==> config.mk <==
export PLATFORM = sky130hd
export DESIGN_NAME = table_interpolate_1d_core
export DESIGN_NICKNAME = d
export VERILOG_FILES = /design/src/hw/rtl/ti1d_pkg.sv /design/src/hw/rtl/table_interpolate_1d_core.sv /design/src/hw/rtl/ti1d_divider.sv
export VERILOG_INCLUDE_DIRS = /design/src /design/src/hw/rtl
export SDC_FILE = /design/constraint.sdc
export NUM_CORES = 2
export LEC_CHECK = 0
export ABC_AREA = 1
export BUFFER_PORTS_ARGS = -buffer_cell sky130_fd_sc_hd__clkbuf_2
export CELL_PAD_IN_SITES_DETAIL_PLACEMENT = 1
export CELL_PAD_IN_SITES_GLOBAL_PLACEMENT = 1
export CORE_AREA = 2 2 633 383
export CTS_CLUSTER_SIZE = 20
export DETAILED_ROUTE_END_ITERATION = 12
export DIE_AREA = 0 0 635 385
export HOLD_SLACK_MARGIN = 0.15
export PLACE_DENSITY = 0.63
export SKIP_CTS_REPAIR_TIMING = 1
export SYNTH_ARGS = -nofsm -noshare
export SYNTH_HDL_FRONTEND = slang
export SYNTH_SLANG_ARGS = --single-unit
==> constraint.sdc <==
create_clock -name clk_i -period 5.5 [get_ports clk_i]
set_input_delay 0.55 -clock clk_i [delete_from_list [all_inputs] [get_ports clk_i]]
set_output_delay 0.55 -clock clk_i [all_outputs]
set_load 0.005 [all_outputs]
==> src/hw/rtl/table_interpolate_1d_core_assert.svh <==
// Assertion macros for the table interpolation core.
// Each macro expands to a labeled concurrent assertion, or to nothing in synthesis.
`ifndef TABLE_INTERPOLATE_1D_CORE_ASSERT_SVH
`define TABLE_INTERPOLATE_1D_CORE_ASSERT_SVH

`ifndef SYNTHESIS

// Plain property, checked at every rising clock edge outside reset
`define TI1D_ASSERT(lbl, clk, rstn, prop, msg) \
  lbl: assert property (@(posedge clk) disable iff (!rstn) (prop)) else $error(msg);

// Overlapping implication, checked at every rising clock edge outside reset
`define TI1D_ASSERT_IMPL(lbl, clk, rstn, ante, cons, msg) \
  lbl: assert property (@(posedge clk) disable iff (!rstn) (ante) |-> (cons)) \
    else $error(msg);

`else

`define TI1D_ASSERT(lbl, clk, rstn, prop, msg)
`define TI1D_ASSERT_IMPL(lbl, clk, rstn, ante, cons, msg)

`endif

`endif

==> src/hw/rtl/ti1d_pkg.sv <==
package ti1d_pkg;

  // Field widths
  localparam int unsigned ValW      = 16;
  localparam int unsigned IdxW      = 3;
  localparam int unsigned FracW     = 17;
  localparam int unsigned FracShift = 16;
  localparam int unsigned DiffW     = ValW + 1;
  localparam int unsigned ProdW     = DiffW + FracW + 1;

  // Q1.16 constants
  localparam logic [FracW-1:0] FracOne  = FracW'(1 << FracShift);
  localparam logic [FracW-1:0] FracZero = '0;
  localparam int unsigned      FracHalf = 1 << (FracShift - 1);

  // Table geometry
  localparam int unsigned MaxBins         = 8;
  localparam int unsigned BinCountDefault = 8;
  localparam int unsigned WordsPerReg     = 4;

  // Divider: 32-bit dividend, 16-bit divisor, one quotient bit per stage
  localparam int unsigned DividendW = 2 * ValW;
  localparam int unsigned DivW      = ValW;
  localparam int unsigned DivSteps  = FracW;

  // Configuration port
  localparam int unsigned CfgW    = 64;
  localparam int unsigned CfgIdxW = 2;

  typedef enum logic [CfgIdxW-1:0] {
    CfgBpLow  = 2'd0,
    CfgBpHigh = 2'd1,
    CfgTvLow  = 2'd2,
    CfgTvHigh = 2'd3
  } cfg_reg_e;

  // Where the coordinate fell
  typedef enum logic [1:0] {
    ClsLow      = 2'd0,
    ClsInterior = 2'd1,
    ClsHigh     = 2'd2
  } seg_cls_e;

  // Item data that rides alongside the divider
  typedef struct packed {
    logic [IdxW-1:0]         idx;
    seg_cls_e                cls;
    logic signed [ValW-1:0]  v0;
    logic signed [DiffW-1:0] d;
    logic                    asc;
  } side_t;

endpackage

==> src/hw/rtl/table_interpolate_1d_core.sv <==
// One-dimensional table lookup with linear interpolation, 8-entry tables.
// Pipeline: compare, select, 17 divider stages, multiply, round; the result strobe
// valid_o rises for each item taken once it has passed through all of them.
// Throughput: one item per cycle; busy_o stays low and the receiver cannot stall.
// Reset: async active low; clears all valid bits and the table registers to zero.
`include "table_interpolate_1d_core_assert.svh"

module table_interpolate_1d_core #(
  parameter int unsigned BinCount = ti1d_pkg::BinCountDefault
) (
  input  logic                                clk_i,
  input  logic                                rst_ni,
  input  logic                                start_i,
  output logic                                busy_o,
  input  logic signed [ti1d_pkg::ValW-1:0]    x_value_i,
  input  logic                                cfg_we_i,
  input  logic [ti1d_pkg::CfgIdxW-1:0]        cfg_idx_i,
  input  logic [ti1d_pkg::CfgW-1:0]           cfg_wdata_i,
  output logic                                valid_o,
  output logic signed [ti1d_pkg::ValW-1:0]    result_value_o,
  output logic [ti1d_pkg::IdxW-1:0]           segment_index_o,
  output logic [ti1d_pkg::FracW-1:0]          segment_fraction_o,
  output logic                                bins_ascending_o
);
  import ti1d_pkg::*;

  localparam int unsigned UsedCount =
    (BinCount < 2) ? 2 : ((BinCount > MaxBins) ? MaxBins : BinCount);
  localparam int unsigned SegCount = UsedCount - 1;
  localparam logic [IdxW-1:0] LastSeg = IdxW'(UsedCount - 2);
  localparam int unsigned Latency = DivSteps + 4;

  logic accept;

  // Fully pipelined, never refuses an item
  assign busy_o = 1'b0;
  assign accept = start_i && !busy_o;

  // Configuration registers
  logic [CfgW-1:0] bp_lo_q, bp_hi_q, tv_lo_q, tv_hi_q;

  always_ff @(posedge clk_i or negedge rst_ni) begin
    if (!rst_ni) begin
      bp_lo_q <= '0;
      bp_hi_q <= '0;
      tv_lo_q <= '0;
      tv_hi_q <= '0;
    end else if (cfg_we_i) begin
      case (cfg_idx_i)
        CfgBpLow:  bp_lo_q <= cfg_wdata_i;
        CfgBpHigh: bp_hi_q <= cfg_wdata_i;
        CfgTvLow:  tv_lo_q <= cfg_wdata_i;
        CfgTvHigh: tv_hi_q <= cfg_wdata_i;
        default: ;
      endcase
    end
  end

  // Unpacked breakpoint and value words
  logic signed [ValW-1:0] bp_w [MaxBins];
  logic signed [ValW-1:0] tv_w [MaxBins];

  for (genvar k = 0; k < MaxBins; k++) begin : g_words
    if (k < WordsPerReg) begin : g_lo
      assign bp_w[k] = bp_lo_q[ValW*k +: ValW];
      assign tv_w[k] = tv_lo_q[ValW*k +: ValW];
    end else begin : g_hi
      assign bp_w[k] = bp_hi_q[ValW*(k-WordsPerReg) +: ValW];
      assign tv_w[k] = tv_hi_q[ValW*(k-WordsPerReg) +: ValW];
    end
  end

  // Stage 1: parallel breakpoint compares
  logic [SegCount-1:0]    s1_gt_d;
  logic                   s1_asc_d;
  logic                   s1_vld_q;
  logic signed [ValW-1:0] s1_x_q;
  logic [SegCount-1:0]    s1_gt_q;
  logic                   s1_le0_q, s1_ge_q, s1_asc_q;

  always_comb begin
    s1_asc_d = 1'b1;
    for (int i = 0; i < SegCount; i++) begin
      s1_gt_d[i] = bp_w[i+1] > x_value_i;
      if (bp_w[i] >= bp_w[i+1]) begin
        s1_asc_d = 1'b0;
      end
    end
  end

  always_ff @(posedge clk_i or negedge rst_ni) begin
    if (!rst_ni) begin
      s1_vld_q <= 1'b0;
    end else begin
      s1_vld_q <= accept;
    end
  end

  always_ff @(posedge clk_i) begin
    s1_x_q   <= x_value_i;
    s1_gt_q  <= s1_gt_d;
    s1_le0_q <= x_value_i <= bp_w[0];
    s1_ge_q  <= x_value_i >= bp_w[UsedCount-1];
    s1_asc_q <= s1_asc_d;
  end

  // Stage 2: segment select, differences, divider operands
  logic [IdxW-1:0]         s2_idx;
  logic [IdxW-1:0]         s2_idx_nx;
  logic signed [DiffW-1:0] s2_num, s2_den;
  logic [DividendW-1:0]    s2_dividend_d;
  side_t                   s2_side_d;
  logic                    s2_vld_q;
  logic [DividendW-1:0]    s2_dividend_q;
  logic [DivW-1:0]         s2_divisor_q;
  side_t                   s2_side_q;

  always_comb begin
    // First segment whose upper breakpoint lies above x
    s2_idx = LastSeg;
    for (int i = int'(SegCount) - 1; i >= 0; i--) begin
      if (s1_gt_q[i]) begin
        s2_idx = IdxW'(i);
      end
    end
    s2_idx_nx = s2_idx + IdxW'(1);

    s2_num = {s1_x_q[ValW-1], s1_x_q} - {bp_w[s2_idx][ValW-1], bp_w[s2_idx]};
    s2_den = {bp_w[s2_idx_nx][ValW-1], bp_w[s2_idx_nx]}
           - {bp_w[s2_idx][ValW-1], bp_w[s2_idx]};

    // num * 65536 + den / 2; inside a segment num and den are non-negative
    s2_dividend_d = {s2_num[ValW-1:0], 1'b0, s2_den[ValW-1:1]};

    s2_side_d.asc = s1_asc_q;
    if (s1_le0_q) begin
      s2_side_d.cls = ClsLow;
      s2_side_d.idx = '0;
      s2_side_d.v0  = tv_w[0];
      s2_side_d.d   = '0;
    end else if (s1_ge_q) begin
      s2_side_d.cls = ClsHigh;
      s2_side_d.idx = LastSeg;
      s2_side_d.v0  = tv_w[UsedCount-1];
      s2_side_d.d   = '0;
    end else begin
      s2_side_d.cls = ClsInterior;
      s2_side_d.idx = s2_idx;
      s2_side_d.v0  = tv_w[s2_idx];
      s2_side_d.d   = {tv_w[s2_idx_nx][ValW-1], tv_w[s2_idx_nx]}
                    - {tv_w[s2_idx][ValW-1], tv_w[s2_idx]};
    end
  end

  always_ff @(posedge clk_i or negedge rst_ni) begin
    if (!rst_ni) begin
      s2_vld_q <= 1'b0;
    end else begin
      s2_vld_q <= s1_vld_q;
    end
  end

  always_ff @(posedge clk_i) begin
    s2_dividend_q <= s2_dividend_d;
    s2_divisor_q  <= s2_den[ValW-1:0];
    s2_side_q     <= s2_side_d;
  end

  // Fraction divider, one quotient bit per stage
  logic             dv_vld;
  logic [FracW-1:0] dv_quot;
  side_t            dv_side;

  ti1d_divider u_divider (
    .clk_i       (clk_i),
    .rst_ni      (rst_ni),
    .in_valid_i  (s2_vld_q),
    .dividend_i  (s2_dividend_q),
    .divisor_i   (s2_divisor_q),
    .side_i      (s2_side_q),
    .out_valid_o (dv_vld),
    .quotient_o  (dv_quot),
    .side_o      (dv_side)
  );

  // Stage 3: fraction select and multiply
  logic [FracW-1:0]        s3_frac_d;
  logic signed [ProdW-1:0] s3_prod_d;
  logic                    s3_vld_q;
  logic signed [ProdW-1:0] s3_prod_q;
  logic signed [ValW-1:0]  s3_v0_q;
  logic [IdxW-1:0]         s3_idx_q;
  logic [FracW-1:0]        s3_frac_q;
  logic                    s3_asc_q;

  always_comb begin
    case (dv_side.cls)
      ClsLow:      s3_frac_d = FracZero;
      ClsHigh:     s3_frac_d = FracOne;
      ClsInterior: s3_frac_d = dv_quot;
      default:     s3_frac_d = FracZero;
    endcase
    s3_prod_d = ProdW'(dv_side.d) * ProdW'(signed'({1'b0, s3_frac_d}));
  end

  always_ff @(posedge clk_i or negedge rst_ni) begin
    if (!rst_ni) begin
      s3_vld_q <= 1'b0;
    end else begin
      s3_vld_q <= dv_vld;
    end
  end

  always_ff @(posedge clk_i) begin
    s3_prod_q <= s3_prod_d;
    s3_v0_q   <= dv_side.v0;
    s3_idx_q  <= dv_side.idx;
    s3_frac_q <= s3_frac_d;
    s3_asc_q  <= dv_side.asc;
  end

  // Stage 4: round half up, add base value, output registers
  logic signed [ProdW-1:0] s4_rnd;
  logic signed [ProdW-1:0] s4_step;
  logic [ValW-1:0]         s4_result_d;
  logic                    out_vld_q;
  logic signed [ValW-1:0]  out_result_q;
  logic [IdxW-1:0]         out_idx_q;
  logic [FracW-1:0]        out_frac_q;
  logic                    out_asc_q;

  always_comb begin
    s4_rnd      = s3_prod_q + ProdW'(FracHalf);
    s4_step     = s4_rnd >>> FracShift;
    // True result lies between two table values, so 16-bit wrap is exact
    s4_result_d = s3_v0_q + s4_step[ValW-1:0];
  end

  always_ff @(posedge clk_i or negedge rst_ni) begin
    if (!rst_ni) begin
      out_vld_q <= 1'b0;
    end else begin
      out_vld_q <= s3_vld_q;
    end
  end

  always_ff @(posedge clk_i) begin
    out_result_q <= signed'(s4_result_d);
    out_idx_q    <= s3_idx_q;
    out_frac_q   <= s3_frac_q;
    out_asc_q    <= s3_asc_q;
  end

  assign valid_o            = out_vld_q;
  assign result_value_o     = out_result_q;
  assign segment_index_o    = out_idx_q;
  assign segment_fraction_o = out_frac_q;
  assign bins_ascending_o   = out_asc_q;

  // Checks
  `TI1D_ASSERT_IMPL(a_fixed_latency, clk_i, rst_ni, valid_o, $past(accept, Latency), "result without an item taken at fixed latency")
  `TI1D_ASSERT_IMPL(a_frac_range, clk_i, rst_ni, valid_o, segment_fraction_o <= FracOne, "fraction above one")
  `TI1D_ASSERT_IMPL(a_frac_zero_value, clk_i, rst_ni, valid_o && segment_fraction_o == FracZero, result_value_o == tv_w[segment_index_o], "zero fraction must give the lower table value")
  `TI1D_ASSERT_IMPL(a_frac_one_value, clk_i, rst_ni, valid_o && segment_fraction_o == FracOne, result_value_o == tv_w[IdxW'(segment_index_o + IdxW'(1))], "full fraction must give the upper table value")

endmodule

==> src/hw/rtl/ti1d_divider.sv <==
module ti1d_divider (
  input  logic                                clk_i,
  input  logic                                rst_ni,
  input  logic                                in_valid_i,
  input  logic [ti1d_pkg::DividendW-1:0]      dividend_i,
  input  logic [ti1d_pkg::DivW-1:0]           divisor_i,
  input  ti1d_pkg::side_t                     side_i,
  output logic                                out_valid_o,
  output logic [ti1d_pkg::FracW-1:0]          quotient_o,
  output ti1d_pkg::side_t                     side_o
);
  import ti1d_pkg::*;

  // Per-stage registers; quotient bits shift in as dividend bits shift out
  logic                vld_q  [DivSteps];
  logic [DivW-1:0]     rem_q  [DivSteps];
  logic [FracW-1:0]    dq_q   [DivSteps];
  logic [DivW-1:0]     den_q  [DivSteps];
  side_t               side_q [DivSteps];

  for (genvar k = 0; k < DivSteps; k++) begin : g_stage
    logic             vld_in;
    logic [DivW-1:0]  rem_in;
    logic [FracW-1:0] dq_in;
    logic [DivW-1:0]  den_in;
    side_t            side_in;
    logic [DivW:0]    trial;

    if (k == 0) begin : g_first
      // The top dividend bits are already below the divisor
      assign vld_in  = in_valid_i;
      assign rem_in  = {1'b0, dividend_i[DividendW-1:FracW]};
      assign dq_in   = dividend_i[FracW-1:0];
      assign den_in  = divisor_i;
      assign side_in = side_i;
    end else begin : g_next
      assign vld_in  = vld_q[k-1];
      assign rem_in  = rem_q[k-1];
      assign dq_in   = dq_q[k-1];
      assign den_in  = den_q[k-1];
      assign side_in = side_q[k-1];
    end

    assign trial = {rem_in, dq_in[FracW-1]};

    // Valid bit
    always_ff @(posedge clk_i or negedge rst_ni) begin
      if (!rst_ni) begin
        vld_q[k] <= 1'b0;
      end else begin
        vld_q[k] <= vld_in;
      end
    end

    // Restoring step: subtract when the trial remainder allows it
    always_ff @(posedge clk_i) begin
      if (trial >= {1'b0, den_in}) begin
        rem_q[k] <= DivW'(trial - {1'b0, den_in});
        dq_q[k]  <= {dq_in[FracW-2:0], 1'b1};
      end else begin
        rem_q[k] <= trial[DivW-1:0];
        dq_q[k]  <= {dq_in[FracW-2:0], 1'b0};
      end
      den_q[k]  <= den_in;
      side_q[k] <= side_in;
    end
  end

  assign out_valid_o = vld_q[DivSteps-1];
  assign quotient_o  = dq_q[DivSteps-1];
  assign side_o      = side_q[DivSteps-1];

endmodule

==> metrics.md <==
| Metric | Value |
|---|---|
| Largest net degree at the start of global routing | 139 |
| Vias per cell | 4.98 |
| Asr flop ratio synth | 15.5% |
| PortBufs | 123 |
| Final Cell Area | 94,300 um^2 |
| Avg WL per Cell | 22.2 um |
| Status | finished, violations left |
| CP bufs+invs | 10 |
| Final worst slack | -0.284 ns |
| Hold Path Class | input pin to flip-flop |
| Die span in y | 385 um |
| Hold_sp | cfg_wdata_i[23] |
| Clk Tree Root Cell | clkbuf_16 |
| RD Place Congestion | 0.970 |
| Req. time, crit path | 6.24 ns |
| Most frequent cells in the layout | nand2_1, dfxtp_1, inv_1, ha_1, nand3_1 |
| Setup_tns | -3.87 ns |
| Clock latency on the worst-skew pair | 0.84 ns |
| Drt first pass iters | 5 |
| Synth warn | 0 |
| R2r startpoint | u_divider.side_q[0][659]$_DFF_P_ |
| Leading register cell type out of synthesis | dfxtp_1 |
| F_max | 173 MHz |
| Most common cell after layout, fill and taps aside | nand2_1 |
| Area leader, netlist | dfxtp_1 |
| Congestion Overflow GR | 0 |
| Io pins | 125 |
| Routed Antenna Nets | 0 |
| Final HPWL from detailed placement | 231,000 um |
| WS Path Type | flip-flop to flip-flop |
| Clock sinks | 1,792 |
| Mapped Avg Cell Area | 8.72 um^2 |
| Sequential share of the synthesized area | 46.1% |
| # Max-Cap Violations | 0 |
| Die area | 244,000 um^2 |
| Slew Limit Fails | 0 |
| CTS Buf Count | 178 |
| Area contributors post-synth | dfxtp_1, ha_1, nand2_1 |
| Synth Net Count | 10.3k |
| Crit-path max cell delay | 0.56 ns |
| Synthesis-to-finish area growth | 16.7% |
| Global Route Usage Sum | 23.3% |
| Worst Hold Slack | 0.156 ns |
| Syn Inst Count | 9,265 |
| Vias | 64.7k |
| Final setup skew | 0.0739 ns |
| Top cell family by delay on the critical path | adder cells |
| Critical Path Start | u_divider.side_q[0][659]$_DFF_P_ |
| Clock buffer depth | 4 |
| Synthesized flop and latch total | 1,792 |
| Post-DP Area | 86,500 um^2 |
| Violations in the final reports | setup timing |
| CTS tree | yes |
| Syn Std Cell Area | 80,800 um^2 |
| Max H-tree Level | 4 |
| Core area | 238,000 um^2 |
| Worst-path clk slew | 0.07 ns |
| Post-synth top area share | 37.6% |
| Final period util | 105% |
| Initial antenna violation count | 31 |
| Final Hold Vio Count | 0 |
| Starting DRT DRC Count | 5,621 |
| Worst EP arrival | 6.53 ns |
| CP max-delay cell | fa_1 |
| Worst setup SP type | flip-flop |
| Netlist cell types | 60 |
| Share of layout cells above drive strength 1 | 10.6% |
| Worst slew pin tran | 1.22 ns |
| Nets | 10.7k |
| Crit. End Element | flip-flop |
| RSZ-0062 raised after global routing | yes |
| Tmin final | 5.78 ns |
| First-pass GRT wire length | 428,000 um |
| Row cnt | 139 |
| WL final | 288,000 um |
| EDFF count, synth | 0 |
| Relative slew slack | 18.0% |
| Vias in the first global route | 64.9k |
| Starting Density | 33.9% |
| DRC | 0 |
| Final setup fails | 17 |
| DIE WIDTH | 635 um |
| Critical path fanouts, max | 8 |
## final cells by class
type / instances / area, um^2
antenna: 9 / 22.5
tap: 3172 / 3970
inverter: 1236 / 4710
fill: 27800 / 144000
sequential: 1792 / 37300
timing repair buffer: 460 / 3670
multi-input combinational: 6003 / 38700
clock buffer: 246 / 5100
clock inverter: 74 / 842
## routing by layer
| layer | up-vias | wire, um | global-route usage, % |
|---|---|---|---|
| met3 | 244 | 24400 | 5.25 |
| met5 | - | 23 | 0 |
| met2 | 1869 | 103000 | 29.4 |
| li1 | 30600 | - | - |
| met1 | 31900 | 156000 | 38.7 |
| met4 | 4 | 4700 | 3.97 |
## registers in the layout (all words and copies together) (netlist names), 3 cells and up
register	count
u_divider.side_q	663
u_divider.den_q	256
u_divider.rem_q	256
u_divider.dq_q	153
bp_hi_q	64
bp_lo_q	64
tv_hi_q	64
tv_lo_q	64
s2_side_q	39
s2_dividend_q	17
s3_frac_q	17
s3_prod_q	17
segment_fraction_o	17
result_value_o	16
s1_x_q	16
s3_v0_q	16
u_divider.g_stage.vld_in	16
s2_divisor_q	15
s1_gt_q	6
s3_idx_q	3
segment_index_o	3
## synth_stat cells (all sizes together), types with 66 or more instances
| library cell | n |
|---|---|
| nand2 | 2098 |
| dfxtp | 1515 |
| inv | 1226 |
| ha | 683 |
| o21ai | 674 |
| nand3 | 592 |
| nor2 | 552 |
| a21oi | 479 |
| dfrtp | 277 |
| fa | 243 |
| xor2 | 202 |
| clkbuf | 119 |
| buf | 115 |
| o211ai | 73 |
| a21o | 66 |
## worst min-delay path, stage by stage
cell,delay [ns]
clkbuf_2,0.07
inv_1,0.15
o21ai_0,0.20
## cells by family after synthesis
kind of cell,Yosys count,share of synthesized area (%)
other,1,0.00464
adders and majority gates,926,16.6
AOI/OAI and AO/OA,1402,9.66
buffers and inverters,1470,7.32
xor gates and xnor gates,263,2.86
and+or+nand+nor,3411,17.4
DFF,1792,46.1
## final timing paths
path	slack, ns	depth (start not counted)	end
max in group asynchronous	3.79	3	bp_lo_q[30]$_DFFE_PN0P_
setup / recovery	-0.28	27	s3_prod_q[27]$_DFF_P_
min in group asynchronous	0.46	2	tv_hi_q[49]$_DFFE_PN0P_
setup reg to reg	-0.28	27	s3_prod_q[27]$_DFF_P_
hold / removal	0.16	3	tv_lo_q[23]$_DFFE_PN0P_
hold reg to reg	0.30	0	u_divider.side_q[0][84]$_DFF_P_
## per-stage QoR
| stage | std cells | worst slack (ns) | utilization (%) |
|---|---|---|---|
| 2_1_floorplan | 9265 | -0.0448 | - |
| 3_3_place_gp | 12600 | -0.710 | 36.3 |
| 3_5_place_dp | 12600 | -0.727 | 36.3 |
| 4_1_cts | 12900 | -0.795 | 38.8 |
| 5_1_grt | 13000 | -0.482 | 39.5 |
| 6_report | 13000 | -0.284 | 39.5 |
Power is left out: the tool's default activity adds up to more than one toggle a clock period on the data nets, which glitch-free logic cannot reach.
